$ cat src/rtl/lca_pkg.sv
// Shared types, codes and the generation rule for the life grid core.
`default_nettype none
package lca_pkg;

  localparam int INDEX_W = 4;
  localparam int COUNT_W = 4;
  localparam int NBR_N   = 8;

  localparam logic [COUNT_W-1:0] LIVE_MIN    = 4'd2;
  localparam logic [COUNT_W-1:0] LIVE_MAX    = 4'd3;
  localparam logic [COUNT_W-1:0] BIRTH_COUNT = 4'd3;

  typedef enum logic [1:0] {
    ACT_WRITE = 2'd0,
    ACT_STEP  = 2'd1,
    ACT_READ  = 2'd2
  } action_t;

  // Per-cell control for one cycle
  typedef struct packed {
    logic step;
    logic wr;
    logic wr_value;
  } cell_ctrl_t;

  // Generation rule: survive on two or three, birth on three
  function automatic logic next_state(input logic alive, input logic [COUNT_W-1:0] count);
    logic result;
    if (alive) begin
      result = (count >= LIVE_MIN) && (count <= LIVE_MAX);
    end else begin
      result = (count == BIRTH_COUNT);
    end
    return result;
  endfunction

endpackage
`default_nettype wire

$ cat src/rtl/lca_cell.sv
// One grid cell: holds its state, counts its live neighbors, evolves on step if EVOLVE is set.
`default_nettype none
module lca_cell
  import lca_pkg::*;
#(
  parameter bit EVOLVE = 1'b1
) (
  input  wire logic               clk,
  input  wire logic               rst,
  input  wire cell_ctrl_t         ctrl,
  input  wire logic [NBR_N-1:0]   nbr,
  output logic                    alive,
  output logic [COUNT_W-1:0]      count
);

  // Count live neighbors from the current grid
  assign count = COUNT_W'($countones(nbr));

  // Hold, load on write, or advance one generation
  always_ff @(posedge clk) begin
    if (rst) begin
      alive <= 1'b0;
    end else if (ctrl.wr) begin
      alive <= ctrl.wr_value;
    end else if (ctrl.step && EVOLVE) begin
      alive <= next_state(alive, count);
    end
  end

endmodule
`default_nettype wire

$ cat src/rtl/life_cellular_automaton_grid_core.sv
// Top level of the life grid core: cell array, item decode and result register.
// The result of an item is registered and strobed on done in the cycle after its transfer.
// Throughput: one item per cycle once busy is low; a step updates every interior cell together
// because each cell evolves itself from its neighbors' registered states.
// Reset clears every cell at once; busy is set in reset and cleared by the first clock after it.
// The receiver cannot stall: every result shows for exactly one cycle.
`default_nettype none
module life_cellular_automaton_grid_core
  import lca_pkg::*;
#(
  parameter int GRID_ROWS = 16,
  parameter int GRID_COLS = 16
) (
  input  wire logic               clk,
  input  wire logic               rst,
  input  wire logic               start,
  output logic                    busy,
  input  wire logic [1:0]         action,
  input  wire logic [INDEX_W-1:0] row_index,
  input  wire logic [INDEX_W-1:0] col_index,
  input  wire logic               cell_value,
  output logic                    done,
  output logic                    cell_alive,
  output logic [COUNT_W-1:0]      neighbor_count
);

  logic                   accept;
  logic                   in_grid;
  logic                   do_write;
  logic                   do_step;
  logic                   do_read;
  logic [GRID_ROWS-1:0]   row_hit;
  logic [GRID_COLS-1:0]   col_hit;
  logic                   grid  [GRID_ROWS][GRID_COLS];
  logic [COUNT_W-1:0]     cnt   [GRID_ROWS][GRID_COLS];
  logic                   sel_alive;
  logic [COUNT_W-1:0]     sel_count;
  logic                   cell_alive_next;
  logic [COUNT_W-1:0]     neighbor_count_next;

  assign accept  = start && !busy;
  assign in_grid = (int'(row_index) < GRID_ROWS) && (int'(col_index) < GRID_COLS);

  // Decode the action of the transfer
  always_comb begin
    do_write = 1'b0;
    do_step  = 1'b0;
    do_read  = 1'b0;
    unique case (action)
      ACT_WRITE: do_write = accept && in_grid;
      ACT_STEP:  do_step  = accept;
      ACT_READ:  do_read  = accept && in_grid;
      default:   ;
    endcase
  end

  // Row and column address match
  always_comb begin
    for (int r = 0; r < GRID_ROWS; r++) begin
      row_hit[r] = (int'(row_index) == r);
    end
    for (int c = 0; c < GRID_COLS; c++) begin
      col_hit[c] = (int'(col_index) == c);
    end
  end

  // Build the cell array and its neighbor wiring
  for (genvar r = 0; r < GRID_ROWS; r++) begin : g_row
    for (genvar c = 0; c < GRID_COLS; c++) begin : g_col
      localparam bit INTERIOR = (r >= 1) && (r + 1 < GRID_ROWS) &&
                                (c >= 1) && (c + 1 < GRID_COLS);
      logic [NBR_N-1:0] win;
      cell_ctrl_t ctrl;

      // Pack the eight surrounding cells, skipping the cell itself
      for (genvar dr = 0; dr < 3; dr++) begin : g_dr
        for (genvar dc = 0; dc < 3; dc++) begin : g_dc
          localparam int NBR_IDX = (dr * 3 + dc > 4) ? dr * 3 + dc - 1 : dr * 3 + dc;
          if (!((dr == 1) && (dc == 1))) begin : g_nbr
            if ((r + dr - 1 >= 0) && (r + dr - 1 < GRID_ROWS) &&
                (c + dc - 1 >= 0) && (c + dc - 1 < GRID_COLS)) begin : g_in
              assign win[NBR_IDX] = grid[r+dr-1][c+dc-1];
            end else begin : g_out
              assign win[NBR_IDX] = 1'b0;
            end
          end
        end
      end

      assign ctrl.step     = do_step;
      assign ctrl.wr       = do_write && row_hit[r] && col_hit[c];
      assign ctrl.wr_value = cell_value;

      lca_cell #(
        .EVOLVE (INTERIOR)
      ) u_cell (
        .clk   (clk),
        .rst   (rst),
        .ctrl  (ctrl),
        .nbr   (win),
        .alive (grid[r][c]),
        .count (cnt[r][c])
      );
    end
  end

  // Select the addressed cell; counts come from interior cells only
  always_comb begin
    sel_alive = 1'b0;
    sel_count = '0;
    for (int r = 0; r < GRID_ROWS; r++) begin
      for (int c = 0; c < GRID_COLS; c++) begin
        if (row_hit[r] && col_hit[c]) begin
          sel_alive = sel_alive | grid[r][c];
          if ((r >= 1) && (r + 1 < GRID_ROWS) && (c >= 1) && (c + 1 < GRID_COLS)) begin
            sel_count = sel_count | cnt[r][c];
          end
        end
      end
    end
  end

  // Form the result; writes report the new state, neighbors are unaffected
  always_comb begin
    cell_alive_next     = 1'b0;
    neighbor_count_next = '0;
    if (do_write) begin
      cell_alive_next     = cell_value;
      neighbor_count_next = sel_count;
    end else if (do_read) begin
      cell_alive_next     = sel_alive;
      neighbor_count_next = sel_count;
    end
  end

  // Register the result and the strobe
  always_ff @(posedge clk) begin
    if (rst) begin
      done           <= 1'b0;
      busy           <= 1'b1;
      cell_alive     <= 1'b0;
      neighbor_count <= '0;
    end else begin
      done           <= accept;
      busy           <= 1'b0;
      cell_alive     <= cell_alive_next;
      neighbor_count <= neighbor_count_next;
    end
  end

  // Every transfer gives a strobe in the next cycle
  a_done_follows: assert property (@(posedge clk) disable iff (rst)
    accept |=> done)
    else $error("transfer without result strobe");

  // No strobe without a preceding transfer
  a_no_spurious: assert property (@(posedge clk) disable iff (rst)
    !accept |=> !done)
    else $error("result strobe without transfer");

  // Step results report zero
  a_step_zero: assert property (@(posedge clk) disable iff (rst)
    (accept && (action == ACT_STEP)) |=> (!cell_alive && (neighbor_count == '0)))
    else $error("step result not zero");

  // A write inside the grid reports the written state
  a_write_echo: assert property (@(posedge clk) disable iff (rst)
    (accept && (action == ACT_WRITE) && in_grid) |=> (cell_alive == $past(cell_value)))
    else $error("write result does not match written value");

  // Counts never exceed eight neighbors
  a_count_range: assert property (@(posedge clk) disable iff (rst)
    done |-> (neighbor_count <= 4'd8))
    else $error("neighbor count out of range");

endmodule
`default_nettype wire

$ cat config.mk
export PLATFORM = sky130hd
export DESIGN_NAME = life_cellular_automaton_grid_core
export DESIGN_NICKNAME = d
export VERILOG_FILES = /design/src/rtl/lca_pkg.sv /design/src/rtl/lca_cell.sv /design/src/rtl/life_cellular_automaton_grid_core.sv
export SDC_FILE = /design/constraint.sdc
export NUM_CORES = 2
export LEC_CHECK = 0
export ABC_AREA = 1
export BUFFER_PORTS_ARGS = -buffer_cell sky130_fd_sc_hd__buf_2
export CAP_MARGIN = 20
export CORE_MARGIN = 1.5
export CORE_UTILIZATION = 30
export CTS_CLUSTER_DIAMETER = 80
export DETAILED_ROUTE_END_ITERATION = 8
export GPL_TIMING_DRIVEN = 1
export HOLD_SLACK_MARGIN = 0.15
export PLACE_DENSITY = 0.54
export SYNTH_ARGS = -nofsm -noshare
export SYNTH_HDL_FRONTEND = slang
export SYNTH_SLANG_ARGS = --single-unit
$ cat constraint.sdc
create_clock -name clk -period 3.7 [get_ports clk]
set_input_delay 0 -clock clk [delete_from_list [all_inputs] [get_ports clk]]
set_output_delay 0 -clock clk [all_outputs]
set_load 0.02 [all_outputs]
== Yosys cells after proc, flatten, opt, wreduce, memory -nomap -nowiden ==
Index checks and enable logic that the tools add are counted.

* Add/sub/neg operators: 1034
* Order comparisons: 392
* Equality and inequality tests: 228
* Mux-type cells: 1048
* Bitwise operators: 450
* Reductions and logical operators: 925

{| class="wikitable"
|+ Operators with widths
! operator !! count
|-
| $add A4 B4 Y4 || 406
|-
| $add A1 B1 Y2 || 446
|-
| $mux W1 || 850
|-
| $eq A4 B2 Y1 const B || 200
|-
| $mux W4 || 198
|-
| $ge A4 B2 Y1 const B || 196
|-
| $le A4 B2 Y1 const B || 196
|-
| $or A4 B4 Y4 || 195
|-
| $add A2 B4 Y4 || 182
|-
| $logic_and A1 B1 Y1 || 725
|-
| $reduce_bool A2 Y1 || 196
|-
| $or A1 B1 Y1 || 255
|-
| $eq A4 B4 Y1 const B || 16
|-
| $eq A4 B3 Y1 const B || 8
|-
| $eq A4 B1 Y1 const B || 2
|-
| $logic_not A4 Y1 || 2
|-
| $eq A2 B1 Y1 const B || 1
|-
| $eq A2 B2 Y1 const B || 1
|-
| $logic_not A2 Y1 || 1
|-
| $logic_not A1 Y1 || 1
|}

* Register bits after elaboration: 263
* Input bits: 14
* Output and inout bits: 7
* Word-level logic and storage cells: 4337

== Logic depth before layout (Yosys ltp) ==
* Word-level depth: 515
* Mapped depth: 18
* Gate-level depth less buffers: 18

== Hierarchy ==
A second synthesis with hierarchy kept.

* Cells, all modules: 12038
* Area, all modules: 79962.9 um^2

{| class="wikitable"
|+ By module, submodules not included
! module !! times used !! cells each !! area an instance (um^2) !! sequential area each (um^2)
|-
| lca_cell (g_row[10].g_col[10].u_cell ...) || 183 || 38 || 282.8 || 20.0
|-
| lca_cell (g_row[0].g_col[0].u_cell ...) || 59 || 32 || 234.0 || 20.0
|-
| life_cellular_automaton_grid_core || 1 || 2724 || 10929.2 || 140.1
|-
| lca_cell (g_row[9].g_col[11].u_cell ...) || 12 || 34 || 249.0 || 20.0
|-
| lca_cell (g_row[9].g_col[9].u_cell) || 1 || 35 || 271.5 || 20.0
|-
| lca_cell (g_row[9].g_col[15].u_cell) || 1 || 29 || 222.7 || 20.0
|}

== Worst setup path after synthesis ==
No wires, ideal clock.

* Path type: reg2reg
* Start point: register g_row[13].g_col[13].u_cell.alive
* End point: register neighbor_count[2]
* Setup time: 0.115 ns
* Arrival: 3.206 ns
* Required time: 3.585 ns
* Setup slack: 0.379 ns
* Cell stages (with the launch flop): 19
* Path buffers: 0
* Period minus slack after synthesis: 3.321 ns
* Cell sequence: dfxtp_1 > ha_1 > ha_1 > fa_1 > inv_1 > fa_1 > inv_1 > ha_1 > fa_1 > nand2_1 > nand2_1 > nor2_1 > nand2_1 > nor2_1 > nand2_1 > nor2_1 > nand2_1 > nor2_1 > nor2_1

* Longest elaborated chain between the ends: 67
* Elaborated cells on any way between the ends: 84
* Those cells by class: add/sub (20); mux (33); bitwise (31)

{| class="wikitable"
|+ RTL lines
! item !! RTL line !! text
|-
| start: declaration || lca_cell.sv:12 || <nowiki>output logic alive,</nowiki>
|-
| start signal: assignment || lca_cell.sv:24 || <nowiki>alive <= ctrl.wr_value;</nowiki>
|-
| start signal: assignment || lca_cell.sv:26 || <nowiki>alive <= next_state(alive, count);</nowiki>
|-
| $add A1 B1 Y2 (not written as such) || lca_cell.sv:17 || <nowiki>assign count = COUNT_W'($countones(nbr));</nowiki>
|-
| $add A4 B4 Y4 (not written as such) (2 in a row) || lca_cell.sv:17 ||
|-
| $or A4 B4 Y4 || life_cellular_automaton_grid_core.sv:116 || <nowiki>sel_count = sel_count | cnt[r][c];</nowiki>
|-
| $mux W4 || life_cellular_automaton_grid_core.sv:113 || <nowiki>if (row_hit[r] && col_hit[c]) begin</nowiki>
|-
| $or A4 B4 Y4 || life_cellular_automaton_grid_core.sv:116 ||
|-
| $mux W4 || life_cellular_automaton_grid_core.sv:113 ||
|-
| $or A4 B4 Y4 || life_cellular_automaton_grid_core.sv:116 ||
|-
| $mux W4 || life_cellular_automaton_grid_core.sv:113 ||
|-
| [... 50 more ...] || n/a ||
|-
| $or A4 B4 Y4 || life_cellular_automaton_grid_core.sv:116 ||
|-
| $mux W4 || life_cellular_automaton_grid_core.sv:113 ||
|-
| $or A4 B4 Y4 || life_cellular_automaton_grid_core.sv:116 ||
|-
| $mux W4 || life_cellular_automaton_grid_core.sv:113 ||
|-
| $or A4 B4 Y4 || life_cellular_automaton_grid_core.sv:116 ||
|-
| $mux W4 * || life_cellular_automaton_grid_core.sv:113 ||
|-
| $mux W4 || life_cellular_automaton_grid_core.sv:130 || <nowiki>end else if (do_read) begin</nowiki>
|-
| $mux W4 * || life_cellular_automaton_grid_core.sv:127 || <nowiki>if (do_write) begin</nowiki>
|-
| end signal: assignment || life_cellular_automaton_grid_core.sv:147 || <nowiki>neighbor_count <= neighbor_count_next;</nowiki>
|-
| end: declaration || life_cellular_automaton_grid_core.sv:24 || <nowiki>output logic [COUNT_W-1:0] neighbor_count</nowiki>
|}

Every way passes the cells marked *; elsewhere a longest branch is shown, timed or not.
A chain may end at the register's enable or synchronous reset.

== Worst setup path in the final report ==
* Start point: register g_row[13].g_col[6].u_cell.alive
* End point: register neighbor_count[2]

* Longest elaborated chain between the ends: 81
* Elaborated cells on any way between the ends: 98
* Those cells by class: add/sub (20); mux (40); bitwise (38)

{| class="wikitable"
|+ RTL lines
! item !! RTL line
|-
| start: declaration || lca_cell.sv:12
|-
| start signal: assignment || lca_cell.sv:24
|-
| start signal: assignment || lca_cell.sv:26
|-
| $add A1 B1 Y2 (not written as such) || lca_cell.sv:17
|-
| $add A4 B4 Y4 (not written as such) (2 in a row) || lca_cell.sv:17
|-
| $or A4 B4 Y4 || life_cellular_automaton_grid_core.sv:116
|-
| $mux W4 || life_cellular_automaton_grid_core.sv:113
|-
| $or A4 B4 Y4 || life_cellular_automaton_grid_core.sv:116
|-
| $mux W4 || life_cellular_automaton_grid_core.sv:113
|-
| $or A4 B4 Y4 || life_cellular_automaton_grid_core.sv:116
|-
| $mux W4 || life_cellular_automaton_grid_core.sv:113
|-
| [... 64 more ...] || n/a
|-
| $or A4 B4 Y4 || life_cellular_automaton_grid_core.sv:116
|-
| $mux W4 * || life_cellular_automaton_grid_core.sv:113
|-
| $or A4 B4 Y4 || life_cellular_automaton_grid_core.sv:116
|-
| $mux W4 * || life_cellular_automaton_grid_core.sv:113
|-
| $or A4 B4 Y4 || life_cellular_automaton_grid_core.sv:116
|-
| $mux W4 * || life_cellular_automaton_grid_core.sv:113
|-
| $mux W4 || life_cellular_automaton_grid_core.sv:130
|-
| $mux W4 * || life_cellular_automaton_grid_core.sv:127
|}

Marked as above.

==> impl_results.md <==
* Status: finished, violations left
* Failing checks: negative setup slack
* Cell family with most CP delay: adder cells
* Commonest non-fill, non-tap cell in the layout: nand2_1
* Worst Setup Slack, final at -0.07026 ns
* Worst Reg-to-Reg Cells at 15
* Global-route wire length before repair at around 460 mm
* Area contributors post-synth: fa_1 (32%), ha_1 (21%), nand2_1 (12%)
* Slew Viols, Final at 0
* Max_slew headroom at between 10% and 20%
* DR DRC count at 0
* Worst R2R Setup Slack at -0.07 ns
* Crit path buf inv count at 1
* CP cell instances: buf_6, ha_4, ha_4, fa_1, fa_1, ha_2, fa_2, nand2_4, nand4_1, nor2_2, nand2_4, nor2_2, nand2_1, nor2_1, nor2_1
* Post-Syn Area at around 50,000 sq um
* P_sw at 2.811 mW
* Detail Placement HPWL at around 300 mm
* RSZ-0062 raised after global routing: yes
* Gr ovfl total at 0
* YS warnings at 0
* Boundary pin count at 21
* Hold_sp: row_index[3]
* Leakage at 36.78 nW
* CTS root buf: clkbuf_16
* Crit path arrival time at ~4.3 ns
* Top_reg_cell synth: dfxtp_1
* Register bit total from synthesis at about 260
* Via density at roughly 5.8
* Final ANT Viol Nets at 0
* Mean post-synth cell area at approximately 8.2 sq um
* GRT Total Usage at 40.48%
* Fin crit period at 3.770 ns
* Setup TNS Final at -0.2150 ns
* CP max stage cell: fa_1
* Initial drt markers at 7,784
* Peak VDD IR at 0.0003668 V
* R2r endpoint: neighbor_count[2]
* DR WL/cell at 36.88 um
* Routability cong. at about 1.2
* Clock Latency Late Sink at ~0.71 ns
* Vias in the first global route at around 53,000
* Sw frac at 31.38%
* Critical path class: flip-flop to flip-flop
* EDFF count, synth at 0
* Slowest cell delay on critical path at ~0.50 ns
* Die outline height at between 400 and 500 um
* Worst Hold Depth at 7
* Sequential power share at about a third
* Pwr dens at about 130 nW/um^2
* Post-synth net total at around 7,700
* Syn-to-layout area delta at 34.49%
* Starting Density at 30.14%
* Layout cell share with drive strength beyond 1 at 27.09%
* Synth top area share at a little under a third
* Largest net degree at the start of global routing at 114
* Final Cell Area at roughly 67,000 sq um
* Die Wd at 409.7 um
* Critical Path End Type: flip-flop
* TritonRoute pass-1 iters at 8
* Post-Route Skew at 0.03518 ns
* Final hold vios at 0
* H-Tree Depth at 2
* Int Pwr at roughly 6 mW
* Clk pin slew, worst setup/hold paths at approximately 0.060 ns
* Max cap viols at 0
* Tcrit/Tclk final at 101.9%
* Post-synth cell types at 37
* CTS tree: built
* HP Class: primary input to flip-flop
* Crit-path max FO at 5
* Design Power at ~9 mW
* Final WL at about 350 mm
* Startpoint types: flip-flop
* Sink Count at around 260
* WP data required at 4.26 ns
* Sequential share of the synthesized area at roughly a tenth
* Total vias in the final route at around 54,000
* Die ar. at roughly 170,000 sq um
* Async SR Flop Fraction at 0%
* Worst slew pin tran at ~1.2 ns
* Most frequent cells in the layout: nand2_1 (1,466), buf_4 (1,064), fa_1 (719)
* Clock network power share at 60.3%
* Row cnt at around 150
* Placed inst area at between 60,000 and 70,000 sq um
* Endpoints failing setup at 4
* Fin util at between 40% and 50%
* Longest Clk Path Bufs at 3
* Num CTS Buffers at 53
* Comb pwr share at roughly 8.2%
* Max Freq at around 270 MHz
* Largest area contributor in the netlist: fa_1
* Core ar. at approximately 160,000 sq um
* Hold endpoint: g_row[2].g_col[0].u_cell.alive
* Final net count at 8,763
* PortBufs at 20
* Initial antenna violation count at 44
* Critical R2R Launch: g_row[13].g_col[6].u_cell.alive
* Cell count after synthesis at 6,024
==> cell type report <==
| class | count | area (sq um) |
|---|---|---|
| Sequential cell | 263 | 5485 |
| Tap cell | 2189 | 2739 |
| Clock buffer | 68 | 1495 |
| Antenna cell | 16 | 40.04 |
| Timing Repair Buffer | 1254 | 11220 |
| Multi-Input combinational cell | 5161 | 43960 |
| Clock inverter | 25 | 295.3 |
| Inverter | 394 | 1489 |
| Fill cell | 16740 | 97900 |
==> cells in the mapped netlist (all sizes together), types with 23 or more instances <==
master,number
a21oi,85
a221oi,38
a31oi,118
buf,64
clkbuf,142
dfxtp,263
fa,784
ha,838
inv,391
nand2,1622
nand3,115
nand4,23
nor2,797
nor3,62
nor3b,131
o21ai,307
o22ai,194
==> cell families after synthesis <==
| logic type | Yosys count | synth area share, % |
|---|---|---|
| buffers and inverters | 600 | 4.689 |
| AND/OR/NAND/NOR | 2752 | 22.59 |
| AO/OA/AOI/OAI | 787 | 9.337 |
| flip-flops | 263 | 10.61 |
| adder cells (fa/ha/maj) | 1622 | 52.77 |
==> flip-flops by register name, summed over array words and instances, names as in the netlist <==
name / cells
busy: 1
done: 1
g_row.g_col.u_cell.alive: 256
cell_alive: 1
neighbor_count: 4
==> per-layer routing <==
layer | GRT usage [%] | share of wire [%]
met1 | 52.16 | 39
met2 | 56.15 | 39
met3 | 12.74 | 13
met4 | 30.35 | 9.4
met5 | 0 | 0.047
==> through the flow <==
step / hold WS [ns] / worst slack [ns] / std cells
floorplan: 0.02772 / 0.3788 / 6024
global placement: 0.4166 / -0.6393 / 9222
detailed placement: 0.4155 / -0.6142 / 9222
CTS: 0.1615 / -0.03717 / 9338
global route: 0.2596 / -0.1342 / 9354
finish: 0.2219 / -0.07026 / 9370
==> worst reg2reg max path, cell delays in order, from the launching register on <==
cell and delay [ns]:
dfxtp_2 0.33, buf_6 0.14, ha_4 0.25, ha_4 0.15, fa_1 0.47, fa_1 0.50, ha_2 0.17, fa_2 0.46
nand2_4 0.18, nand4_1 0.25, nor2_2 0.24, nand2_4 0.13, nor2_2 0.11, nand2_1 0.07, nor2_1 0.11, nor2_1 0.05
==> power by group through the flow <==
stage,clock (mW),combinational [mW],sequential [mW]
after floorplan,0,0.259,2.90
after global routing,5.48,0.719,2.82
after CTS,5.42,0.694,2.83
after global placement,0,0.679,2.90
after detailed placement,0,0.678,2.90
final,5.40,0.734,2.82
==> worst max path at each step <==
stage | start | to | slack, ns | depth (start not counted)
2_1_floorplan | g_row[13].g_col[13].u_cell.alive | neighbor_count[2] | 0.38 | 18
3_3_place_gp | g_row[13].g_col[14].u_cell.alive | neighbor_count[2] | -0.64 | 18
3_5_place_dp | g_row[13].g_col[14].u_cell.alive | neighbor_count[2] | -0.61 | 18
4_1_cts | g_row[13].g_col[6].u_cell.alive | neighbor_count[2] | -0.04 | 15
5_1_grt | g_row[7].g_col[11].u_cell.alive | neighbor_count[3] | -0.13 | 16
6_report | g_row[13].g_col[6].u_cell.alive | neighbor_count[2] | -0.07 | 15
==> what timing repair did <==
item                                    4_1_cts  5_1_grt
endpoints found under the setup margin        7        9
pin swaps                                    76      163
endpoints found under the hold margin        95        0
hold buffers                                 15        0
setup buffers                                10       17
resized for setup                           350      328
No activity file was read; power rests on OpenSTA's default activity.
